<file path="config.mk">
export PLATFORM = sky130hd
export DESIGN_NAME = path_normalizer
export DESIGN_NICKNAME = d
export VERILOG_FILES = /design/src/rtl/pn_pkg.sv /design/src/rtl/pn_classify.sv /design/src/rtl/pn_engine.sv /design/src/rtl/path_normalizer.sv
export SDC_FILE = /design/constraint.sdc
export NUM_CORES = 1
export LEC_CHECK = 0
export BUFFER_PORTS_ARGS = -buffer_cell sky130_fd_sc_hd__buf_4
export CORE_ASPECT_RATIO = 1.25
export CORE_MARGIN = 3
export CORE_UTILIZATION = 24
export DETAILED_ROUTE_END_ITERATION = 8
export PLACE_DENSITY = 0.49
export SLEW_MARGIN = 20
export SYNTH_ARGS = -nofsm -noshare
export SYNTH_HDL_FRONTEND = slang
export SYNTH_SLANG_ARGS = --single-unit
</file>
<file path="constraint.sdc">
create_clock -name clk -period 4.7 [get_ports clk]
set_clock_uncertainty 0.15 [all_clocks]
set_input_delay 0.94 -clock clk [delete_from_list [all_inputs] [get_ports clk]]
set_output_delay 0.94 -clock clk [all_outputs]
set_load 0.1 [all_outputs]
</file>
<file path="src/rtl/pn_pkg.sv">
// Shared types and constants for the path normaliser.
package pn_pkg;

    localparam int MAX_PATH = 128;

    localparam logic [7:0]  LIMIT_MAX      = 8'(MAX_PATH);
    localparam logic [7:0]  COMP_SATURATE  = 8'(MAX_PATH + 1);
    localparam logic [15:0] BUF_SIZE_RESET = 16'd256;

    localparam logic [7:0] BYTE_NUL   = 8'h00;
    localparam logic [7:0] BYTE_SPACE = 8'h20;
    localparam logic [7:0] BYTE_TILDE = 8'h7E;
    localparam logic [7:0] BYTE_DOT   = 8'h2E;
    localparam logic [7:0] BYTE_SLASH = 8'h2F;

    typedef enum logic [1:0] {
        ST_OK          = 2'd0,
        ST_PARENT      = 2'd1,
        ST_UNSUPPORTED = 2'd2,
        ST_TOO_LONG    = 2'd3
    } status_t;

    typedef struct packed {
        logic       sep_write;
        logic [6:0] sep_address;
        logic       char_write;
        logic [6:0] char_address;
        logic [7:0] out_char;
        logic       done_res;
        status_t    status;
        logic [7:0] path_length;
    } result_t;

endpackage

</file>
<file path="src/rtl/pn_classify.sv">
// Byte classifier that flags bytes not allowed in a path component.
module pn_classify
(
    input  logic [7:0] in_byte,
    output logic       rejected
);

    // Control bytes, space, bytes beyond the tilde and the shell characters
    // \ ' " * ? [ ] { } $ % ! ^ ~ ` ; | & < > are all refused.
    always_comb
    begin
        if (in_byte <= pn_pkg::BYTE_SPACE || in_byte > pn_pkg::BYTE_TILDE)
        begin
            rejected = 1'b1;
        end
        else
        begin
            case (in_byte)
                8'h5C, 8'h27, 8'h22, 8'h2A, 8'h3F,
                8'h5B, 8'h5D, 8'h7B, 8'h7D, 8'h24,
                8'h25, 8'h21, 8'h5E, 8'h7E, 8'h60,
                8'h3B, 8'h7C, 8'h26, 8'h3C, 8'h3E: rejected = 1'b1;
                default:                           rejected = 1'b0;
            endcase
        end
    end

endmodule

</file>
<file path="src/rtl/pn_engine.sv">
// Per-path state and the single-pass step logic of the path normaliser.
module pn_engine
(
    input  logic              clk,
    input  logic              rst_n,
    input  logic              fire,
    input  logic [7:0]        in_byte,
    input  logic [15:0]       buffer_size,
    output pn_pkg::result_t   result
);

    logic [7:0]      committed_reg, committed_next;
    logic [7:0]      component_reg, component_next;
    logic [1:0]      dot_reg, dot_next;
    pn_pkg::status_t status_reg, status_next;
    logic            start_reg, start_next;

    logic            rejected;
    logic [7:0]      limit;
    logic [7:0]      comm_v;
    pn_pkg::status_t stat_v;
    logic            sep_flag;
    logic [8:0]      total;
    logic [8:0]      pos;

    pn_classify u_classify
    (
        .in_byte  (in_byte),
        .rejected (rejected)
    );

    always_comb
    begin
        if (buffer_size < 16'd2)
        begin
            limit = 8'd0;
        end
        else if (buffer_size > 16'(pn_pkg::MAX_PATH))
        begin
            limit = pn_pkg::LIMIT_MAX;
        end
        else
        begin
            limit = buffer_size[7:0] - 8'd1;
        end
    end

    always_comb
    begin
        comm_v         = committed_reg;
        stat_v         = status_reg;
        component_next = component_reg;
        dot_next       = dot_reg;
        start_next     = start_reg;
        result         = '0;
        sep_flag       = 1'b0;
        total          = '0;
        pos            = '0;

        if (start_reg)
        begin
            start_next = 1'b0;
            if (buffer_size < 16'd2)
            begin
                stat_v = pn_pkg::ST_TOO_LONG;
            end
            else
            begin
                comm_v             = 8'd1;
                result.sep_write   = 1'b1;
                result.sep_address = 7'd0;
            end
        end

        sep_flag = (comm_v > 8'd1);
        total    = {1'b0, comm_v} + {8'd0, sep_flag} + {1'b0, component_reg};
        pos      = total;

        if (in_byte == pn_pkg::BYTE_NUL || (in_byte == pn_pkg::BYTE_SLASH
                                            && stat_v == pn_pkg::ST_OK))
        begin
            if (stat_v == pn_pkg::ST_OK && component_reg != 8'd0)
            begin
                if (component_reg == 8'd1 && dot_reg[0])
                begin
                    stat_v = pn_pkg::ST_OK;
                end
                else if (component_reg == 8'd2 && dot_reg == 2'b11)
                begin
                    stat_v = pn_pkg::ST_PARENT;
                end
                else if (total > {1'b0, limit})
                begin
                    stat_v = pn_pkg::ST_TOO_LONG;
                end
                else
                begin
                    comm_v = total[7:0];
                end
                component_next = 8'd0;
                dot_next       = 2'b00;
            end
            result.done_res = (in_byte == pn_pkg::BYTE_NUL);
        end
        else if (stat_v != pn_pkg::ST_OK)
        begin
            stat_v = stat_v;
        end
        else if (rejected)
        begin
            stat_v = pn_pkg::ST_UNSUPPORTED;
        end
        else
        begin
            if (component_reg == 8'd0 && sep_flag && comm_v < limit)
            begin
                result.sep_write   = 1'b1;
                result.sep_address = comm_v[6:0];
            end
            if (pos < {1'b0, limit})
            begin
                result.char_write   = 1'b1;
                result.char_address = pos[6:0];
                result.out_char     = in_byte;
            end
            if (in_byte == pn_pkg::BYTE_DOT)
            begin
                if (component_reg == 8'd0)
                begin
                    dot_next = dot_reg | 2'b01;
                end
                else if (component_reg == 8'd1)
                begin
                    dot_next = dot_reg | 2'b10;
                end
            end
            if (component_reg < pn_pkg::COMP_SATURATE)
            begin
                component_next = component_reg + 8'd1;
            end
        end

        result.status      = stat_v;
        result.path_length = comm_v;

        committed_next = comm_v;
        status_next    = stat_v;
        if (result.done_res)
        begin
            committed_next = 8'd0;
            component_next = 8'd0;
            dot_next       = 2'b00;
            status_next    = pn_pkg::ST_OK;
            start_next     = 1'b1;
        end
    end

    always_ff @(posedge clk or negedge rst_n)
    begin
        if (!rst_n)
        begin
            committed_reg <= 8'd0;
            component_reg <= 8'd0;
            dot_reg       <= 2'b00;
            status_reg    <= pn_pkg::ST_OK;
            start_reg     <= 1'b1;
        end
        else if (fire)
        begin
            committed_reg <= committed_next;
            component_reg <= component_next;
            dot_reg       <= dot_next;
            status_reg    <= status_next;
            start_reg     <= start_next;
        end
    end

    a_error_sticks: assert property (@(posedge clk) disable iff (!rst_n)
        (fire && status_reg != pn_pkg::ST_OK && in_byte != pn_pkg::BYTE_NUL)
        |=> (status_reg == $past(status_reg)))
        else $error("Path status changed after an error before the terminator.");

    a_committed_bound: assert property (@(posedge clk) disable iff (!rst_n)
        committed_reg <= pn_pkg::LIMIT_MAX)
        else $error("Committed length exceeds the maximum path length.");

    a_component_bound: assert property (@(posedge clk) disable iff (!rst_n)
        component_reg <= pn_pkg::COMP_SATURATE)
        else $error("Component length exceeds its saturation value.");

    a_char_in_limit: assert property (@(posedge clk) disable iff (!rst_n)
        (fire && result.char_write) |-> ({1'b0, result.char_address} < limit))
        else $error("Component byte written at or beyond the usable limit.");

    a_done_restarts: assert property (@(posedge clk) disable iff (!rst_n)
        (fire && result.done_res) |=> (start_reg && committed_reg == 8'd0))
        else $error("Per-path state not cleared after the terminator.");

endmodule

</file>
<file path="src/rtl/path_normalizer.sv">
// Top level of the streaming path normaliser with its handshake registers.
//
// Usage: a path arrives one byte per word on the in_valid/in_ready channel,
// a zero byte ending the path. Every accepted word yields exactly one result
// word on the out_valid/out_ready channel, carrying the separator and
// component byte writes for the destination buffer, and on the terminator
// the final status and committed length.
// The buffer_size register is written through cfg_valid/cfg_ready, which is
// always ready; it should be changed only while no path word is in flight.
// A word accepted into the input register is stepped by combinational logic
// and its result word is captured in the result register on fire. Throughput
// is one word per cycle while the receiver does not stall, set by the single
// step of combinational logic between the two registers.
// When the receiver stalls, the result register holds and the input register
// takes one further word if it was empty, after which in_ready falls.
// Reset clears the valid flags of both registers, sets buffer_size to 256 and
// readies the block for the start of a new path.
module path_normalizer
(
    input  logic        clk,
    input  logic        rst_n,

    input  logic        in_valid,
    output logic        in_ready,
    input  logic [7:0]  in_byte,

    output logic        out_valid,
    input  logic        out_ready,
    output logic        sep_write,
    output logic [6:0]  sep_address,
    output logic        char_write,
    output logic [6:0]  char_address,
    output logic [7:0]  out_char,
    output logic        done_res,
    output logic [1:0]  status,
    output logic [7:0]  path_length,

    input  logic        cfg_valid,
    output logic        cfg_ready,
    input  logic [15:0] buffer_size
);

    logic               hold_valid_reg;
    logic [7:0]         hold_byte_reg;
    logic               out_valid_reg;
    pn_pkg::result_t    result_reg;
    pn_pkg::result_t    step_result;
    logic [15:0]        buf_size_reg;
    logic               fire;

    assign fire      = hold_valid_reg && (!out_valid_reg || out_ready);
    assign in_ready  = !hold_valid_reg || fire;
    assign cfg_ready = 1'b1;

    pn_engine u_engine
    (
        .clk         (clk),
        .rst_n       (rst_n),
        .fire        (fire),
        .in_byte     (hold_byte_reg),
        .buffer_size (buf_size_reg),
        .result      (step_result)
    );

    always_ff @(posedge clk or negedge rst_n)
    begin
        if (!rst_n)
        begin
            buf_size_reg <= pn_pkg::BUF_SIZE_RESET;
        end
        else if (cfg_valid)
        begin
            buf_size_reg <= buffer_size;
        end
    end

    always_ff @(posedge clk or negedge rst_n)
    begin
        if (!rst_n)
        begin
            hold_valid_reg <= 1'b0;
            out_valid_reg  <= 1'b0;
        end
        else
        begin
            if (in_ready)
            begin
                hold_valid_reg <= in_valid;
            end
            if (fire)
            begin
                out_valid_reg <= 1'b1;
            end
            else if (out_ready)
            begin
                out_valid_reg <= 1'b0;
            end
        end
    end

    always_ff @(posedge clk)
    begin
        if (in_valid && in_ready)
        begin
            hold_byte_reg <= in_byte;
        end
        if (fire)
        begin
            result_reg <= step_result;
        end
    end

    assign out_valid    = out_valid_reg;
    assign sep_write    = result_reg.sep_write;
    assign sep_address  = result_reg.sep_address;
    assign char_write   = result_reg.char_write;
    assign char_address = result_reg.char_address;
    assign out_char     = result_reg.out_char;
    assign done_res     = result_reg.done_res;
    assign status       = result_reg.status;
    assign path_length  = result_reg.path_length;

    a_no_loss: assert property (@(posedge clk) disable iff (!rst_n)
        (out_valid_reg && !out_ready) |=> (out_valid_reg
                                           && result_reg == $past(result_reg)))
        else $error("Result word changed or dropped while the receiver stalled.");

    a_hold_drains: assert property (@(posedge clk) disable iff (!rst_n)
        (hold_valid_reg && !out_valid_reg) |-> fire)
        else $error("Input word held although the result register is empty.");

    a_ready_when_empty: assert property (@(posedge clk) disable iff (!rst_n)
        !hold_valid_reg |-> in_ready)
        else $error("Input not ready although the input register is empty.");

endmodule
</file>
-- After elaboration in Yosys (flattened, before gate mapping)
Index checks and enable logic that the tools add are counted.
- equal/unequal tests: 29
- shift operators: 0
- multiplexer cells: 47
- $add $sub $neg: 4
- reduce and logical (&&, ||, !) cells: 30
- bitwise gates (word level): 1
- multipliers: 0
- div/mod/pow operators: 0
- $lt $le $gt $ge: 9
- operator list (cell ; number):
    $mux W8 ; 19
    $eq A8 B6 Y1 const B ; 13
    $eq A8 B7 Y1 const B ; 9
    $mux W24 ; 3
    $mux W2 ; 18
    $reduce_or A20 Y1 ; 1
    $gt A16 B8 Y1 const B ; 1
    $logic_not A8 Y1 ; 2
    $lt A16 B2 Y1 const B ; 1
    $mux W16 ; 1
    $reduce_bool A3 Y1 ; 4
    $add A8 B1 Y9 ; 1
    $add A9 B8 Y9 ; 1
    $gt A9 B8 Y1 ; 1
    $lt A9 B8 Y1 ; 1
    $add A8 B1 Y8 const B ; 1
    $eq A8 B1 Y1 const B ; 1
    $eq A8 B2 Y1 const B ; 1
    $gt A8 B1 Y1 const B ; 1
    $gt A8 B7 Y1 const B ; 1
    $le A8 B6 Y1 const B ; 1
    $logic_and A1 B1 Y1 ; 8
    $lt A8 B8 Y1 ; 1
    $lt A8 B8 Y1 const B ; 1
    other kinds (16) ; 28
- bits in latches: 0
- logic and storage cells: 138
- output and inout bits: 38
- memories kept: 0
- register bits after elaboration: 82
- RAM bits: 0
- ROM bits: 0
- input bits: 29

-- Longest topological paths before layout
- depth after elaboration: 13
- mapped depth: 21
- gate-level depth less buffers: 20

-- Modules after synthesis
Synthesis repeated with hierarchy kept, for this count alone.
- cell total of the unflattened synthesis: 441
- area total of the unflattened synthesis: 4779.6 µm²
- modules (own cells, without submodules) (module ; seq. area each (µm²) ; times used ; area an instance (µm²) ; cells an instance):
    pn_engine ; 526.8 ; 1 ; 2648.8 ; 342
    path_normalizer ; 1742.9 ; 1 ; 2042.0 ; 87
    pn_classify ; 0.0 ; 1 ; 88.8 ; 12

-- Worst setup path after synthesis
Ideal clock, no wire load.
- kind: register -> register
- start point: register u_engine.committed_reg[4]
- end point: register u_engine.committed_reg[1]
- stages on the path, launching flop included: 19
- data arrival time: 4.532 ns
- setup time: 0.121 ns
- data required time: 4.429 ns
- path buffers: 0
- slack: -0.103 ns
- period minus slack after synthesis: 4.803 ns
- cells stage by stage: dfrtp_1 or4_1 o41ai_1 fa_1 inv_1 fa_1 nand3_1 a21oi_1 o21a_1 nor2_1 xor2_1 inv_1 ha_1 nand4_1 or4_1 mux2i_2 o211ai_4 a31o_4 a22o_1
- word-level cells in the longest chain between the ends: 12
- RTL lines (item ; line ; text):
    start, declared ; pn_engine.sv:12 ; logic [7:0] committed_reg, committed_next;
    start signal, assigned ; pn_engine.sv:170 ; committed_reg <= committed_next;
    $mux W8 ; pn_engine.sv:63 ; if (buffer_size < 16'd2)
    $mux W8 (*) ; pn_engine.sv:60 ; if (start_reg)
    $gt A8 B1 Y1 ; pn_engine.sv:75 ; sep_flag = (comm_v > 8'd1);
    $add A8 B1 Y9 (*) ; pn_engine.sv:76 ; total = {1'b0, comm_v} + {8'd0, sep_flag} + {1'b0, component_reg};
    $add A9 B8 Y9 (*) ; pn_engine.sv:76 ;
    via u_engine.pos[6] ; pn_engine.sv:24 ; logic [8:0] pos;
    $gt A9 B8 Y1 (*) ; pn_engine.sv:92 ; else if (total > {1'b0, limit})
    $mux W8 (*) ; pn_engine.sv:92 ;
    $mux W8 (*) ; pn_engine.sv:88 ; else if (component_reg == 8'd2 && dot_reg == 2'b11)
    $mux W8 (*) ; pn_engine.sv:84 ; if (component_reg == 8'd1 && dot_reg[0])
    $mux W8 (*) ; pn_engine.sv:82 ; if (stat_v == pn_pkg::ST_OK && component_reg != 8'd0)
    $mux W8 (*) ; pn_engine.sv:79 ; if (in_byte == pn_pkg::BYTE_NUL || (in_byte == pn_pkg::BYTE_SLASH
    $mux W8 (*) ; pn_engine.sv:148 ; if (result.done_res)
Mark *: on every way through the listed nets, which the timed path passes. The rest lies on a longest branch.
A chain may end at the register's enable or synchronous reset.

-- Worst setup path after layout
- start point: register u_engine.committed_reg[4]
- end point: register u_engine.committed_reg[3]
Same word-level chain as after synthesis.

==> impl_metrics.json <==
{
  "status": "finished with violations",
  "violations": "setup timing",
  "h-tree-depth": 3,
  "cts.sinks": 82,
  "clkTransAtPathRegs_ps": 60,
  "finalSetupTns_ps": -241,
  "whs_path_depth": 1,
  "port_buffers": 65,
  "cts_tree": "yes",
  "die_h_um": 161,
  "pin_count": 67,
  "holdCritPathClass": "reg -> reg",
  "initial_utilization": 0.245,
  "fin_ws_ps": -43.3,
  "clock_latency_ps": 340,
  "reg2reg_slack_ps": -40,
  "p_int_mw": 1.54,
  "leakage_nw": 2.66,
  "fin_nets": 593,
  "final_util": 0.327,
  "slew_headroom": 0.632,
  "syn_nets": 473,
  "grt_usage": 0.121,
  "p_clk_frac": 0.284,
  "die_x_um": 130,
  "power.switching_mw": 0.863,
  "dieArea_mm2": 0.0210,
  "p_per_area_mw_per_mm2": 390,
  "setup_viol": 7,
  "avgSynthCellArea_um2": 11.1,
  "vias": 3545,
  "peakVddDrop_mv": 0.159,
  "dpl_worst_slack_ps": -225,
  "grt_pass1_vias": 3782,
  "p_sw_frac": 0.359,
  "power.total_mw": 2.40,
  "crit_top_cell": "fa_2",
  "antenna_found_initial": 0,
  "rows": 56,
  "rsz0062_at_grt": "yes",
  "synth_cell_type_count": 66,
  "hold_viol": 0,
  "worst_pin_slew_ps": 548,
  "min_period_ps": 4740,
  "insertedDiodeCount": 0,
  "drv_slew": 0,
  "path_cells": "or4_4 > o41ai_4 > fa_2 > inv_2 > fa_2 > nand3_2 > a21oi_2 > o21a_1 > nor2_1 > xor2_1 > inv_1 > ha_4 > buf_4 > a211o_1 > o311ai_4 > o211ai_4 > a31o_4 > a22o_1",
  "grt_pass1_wl_um": 19800,
  "cp_slowest_cell": "or4_4",
  "cp.arrival_ps": 4820,
  "syn_inst": 416,
  "cp_data_required_time_ps": 4770,
  "drive_above_1_share": 0.342,
  "gp_congestion": 0.840,
  "dp_hpwl_um": 9610,
  "drc": 0,
  "fin_area_mm2": 0.00616,
  "synth_seq_area_share": 0.491,
  "synth_edf_count": 43,
  "sequentialPowerShare": 0.374,
  "crit_path_start_kind": "flop",
  "cts_max_path_buffers": 2,
  "ant_nets": 0,
  "ys_warn_count": 0,
  "synthArstFlopShare": 0.476,
  "instances_no_fill": 773,
  "wl_per_cell_um": 15.6,
  "cts_inserted_buffers": 9,
  "grt_overflow_total": 0,
  "endpoint_kind": "flop",
  "area_growth_pct": 33.3,
  "fmax_ghz": 0.211,
  "r2r-start": "u_engine.committed_reg[4]$_DFFE_PN0P_",
  "largest_register_ffs": 16,
  "critPathMaxStageDelay_ps": 550,
  "r2r_cells": 18,
  "combPwrFrac": 0.341,
  "reg2reg_to": "u_engine.committed_reg[3]$_DFFE_PN0P_",
  "crit_fanout": 7,
  "core_mm2": 0.0188,
  "ctsHoldBuffers": 0,
  "wirelength_um": 12100,
  "grt_start_max_net_pins": 40,
  "hold-path-endpoint": "out_valid$_DFFE_PN0P_",
  "ys_seq_elements": 82,
  "clockRootBuffer": "clkbuf_16",
  "path_class": "reg -> reg",
  "drv_cap": 0,
  "drt-vias-per-instance": 4.59,
  "dp.cells": 750,
  "holdWs_ps": 357,
  "fin_crit_sh": 1.01,
  "synth-main-ff-cell": "edfxtp_1",
  "dr.first_iter.drc_count": 205,
  "fillers": 1912,
  "drt_first_pass_iters": 4,
  "syn_area_mm2": 0.00462,
  "placed_area_mm2": 0.00572,
  "hp-start": "hold_valid_reg$_DFFE_PN0N_"
}
-- worst max path at each step --
stage / startpoint / to
2_1_floorplan: buf_size_reg[3]$_DFFE_PN0P_ / path_length[3]$_DFFE_PP_
3_3_place_gp: u_engine.committed_reg[4]$_DFFE_PN0P_ / u_engine.committed_reg[6]$_DFFE_PN0P_
3_5_place_dp: u_engine.committed_reg[3]$_DFFE_PN0P_ / u_engine.committed_reg[3]$_DFFE_PN0P_
4_1_cts: buf_size_reg[6]$_DFFE_PN0P_ / u_engine.committed_reg[3]$_DFFE_PN0P_
5_1_grt: buf_size_reg[3]$_DFFE_PN0P_ / u_engine.committed_reg[1]$_DFFE_PN0P_
6_report: u_engine.committed_reg[4]$_DFFE_PN0P_ / u_engine.committed_reg[3]$_DFFE_PN0P_
-- power groups by stage --
stage	combinational [mW]	sequential, mW	clock, mW
floorplan	0.352	1.07	0
global placement	0.793	0.909	0
detailed placement	0.800	0.911	0
CTS	0.819	0.898	0.705
global route	0.890	0.910	0.737
finish	0.821	0.900	0.683
-- per-layer routing --
layer  vias up  GRT usage  wire (um)
met1      1698      0.137       4820
met3        26     0.0222        389
li1       1754          -          -
met5         -          0          0
met2        67      0.214       6400
met4         0     0.0624        460
-- synth_stat cells, types with 7 or more instances --
library cell | count | share of area
a21oi_1 | 13 | 0.014
a22o_1 | 9 | 0.017
and2_1 | 17 | 0.023
clkbuf_1 | 7 | 0.0057
dfrtp_1 | 37 | 0.20
edfxtp_1 | 43 | 0.28
ha_1 | 26 | 0.070
inv_1 | 25 | 0.020
mux2_2 | 16 | 0.039
nand2_1 | 32 | 0.026
nand2b_1 | 9 | 0.012
nand3_1 | 10 | 0.011
nor2_1 | 31 | 0.025
nor2b_1 | 9 | 0.012
nor3_1 | 8 | 0.0087
o21ai_0 | 15 | 0.016
o21ai_1 | 10 | 0.011
-- kinds of logic (layout without fill, tap and decap cells) --
family,after synthesis,count (layout),synth area share
compound gates,78,78,0.127
buf+inv,36,161,0.0309
other cells,2,2,0.00163
simple gates,156,156,0.192
flops,82,82,0.491
mux,24,24,0.0585
fa+ha+maj,28,28,0.0791
xor+xnor,10,10,0.0190
-- area by class of cell --
class | instances | area (um2) | share of cell area
flip-flops and latches | 82 | 2270 | 0.369
clock buffers | 9 | 225 | 0.0366
repair buffers | 120 | 908 | 0.148
multi-input cells | 298 | 2310 | 0.375
well taps | 232 | 290 | 0.0471
inverters | 25 | 93.8 | 0.0152
clock inverters | 7 | 60.1 | 0.00975
-- cells in the final DEF (no fill, tap or decap), drive strengths merged, types with 13 or more instances in the layout --
master and count:
a21oi 13, and2 17, buf 120, dfrtp 37, edfxtp 43, ha 26, inv 25, mux2 21
nand2 32, nor2 31, o21ai 26
-- worst max-delay path, delay by kind of cell (launching register included) --
kind | cells | cell delay, ps
compound gates | 8 | 1980
xor+xnor | 1 | 200
fa+ha+maj | 3 | 890
flops | 1 | 390
buf+inv | 3 | 300
simple gates | 3 | 740
-- what timing repair did --
item                       in CTS  in global routing
setup buffers                   5                  2
gates resized for setup        14                  8
setup endpoints to repair      34                 35
pin swaps                       2                  5
cloned                          0                  0
Note: power is estimated with default switching activity, not from simulation.
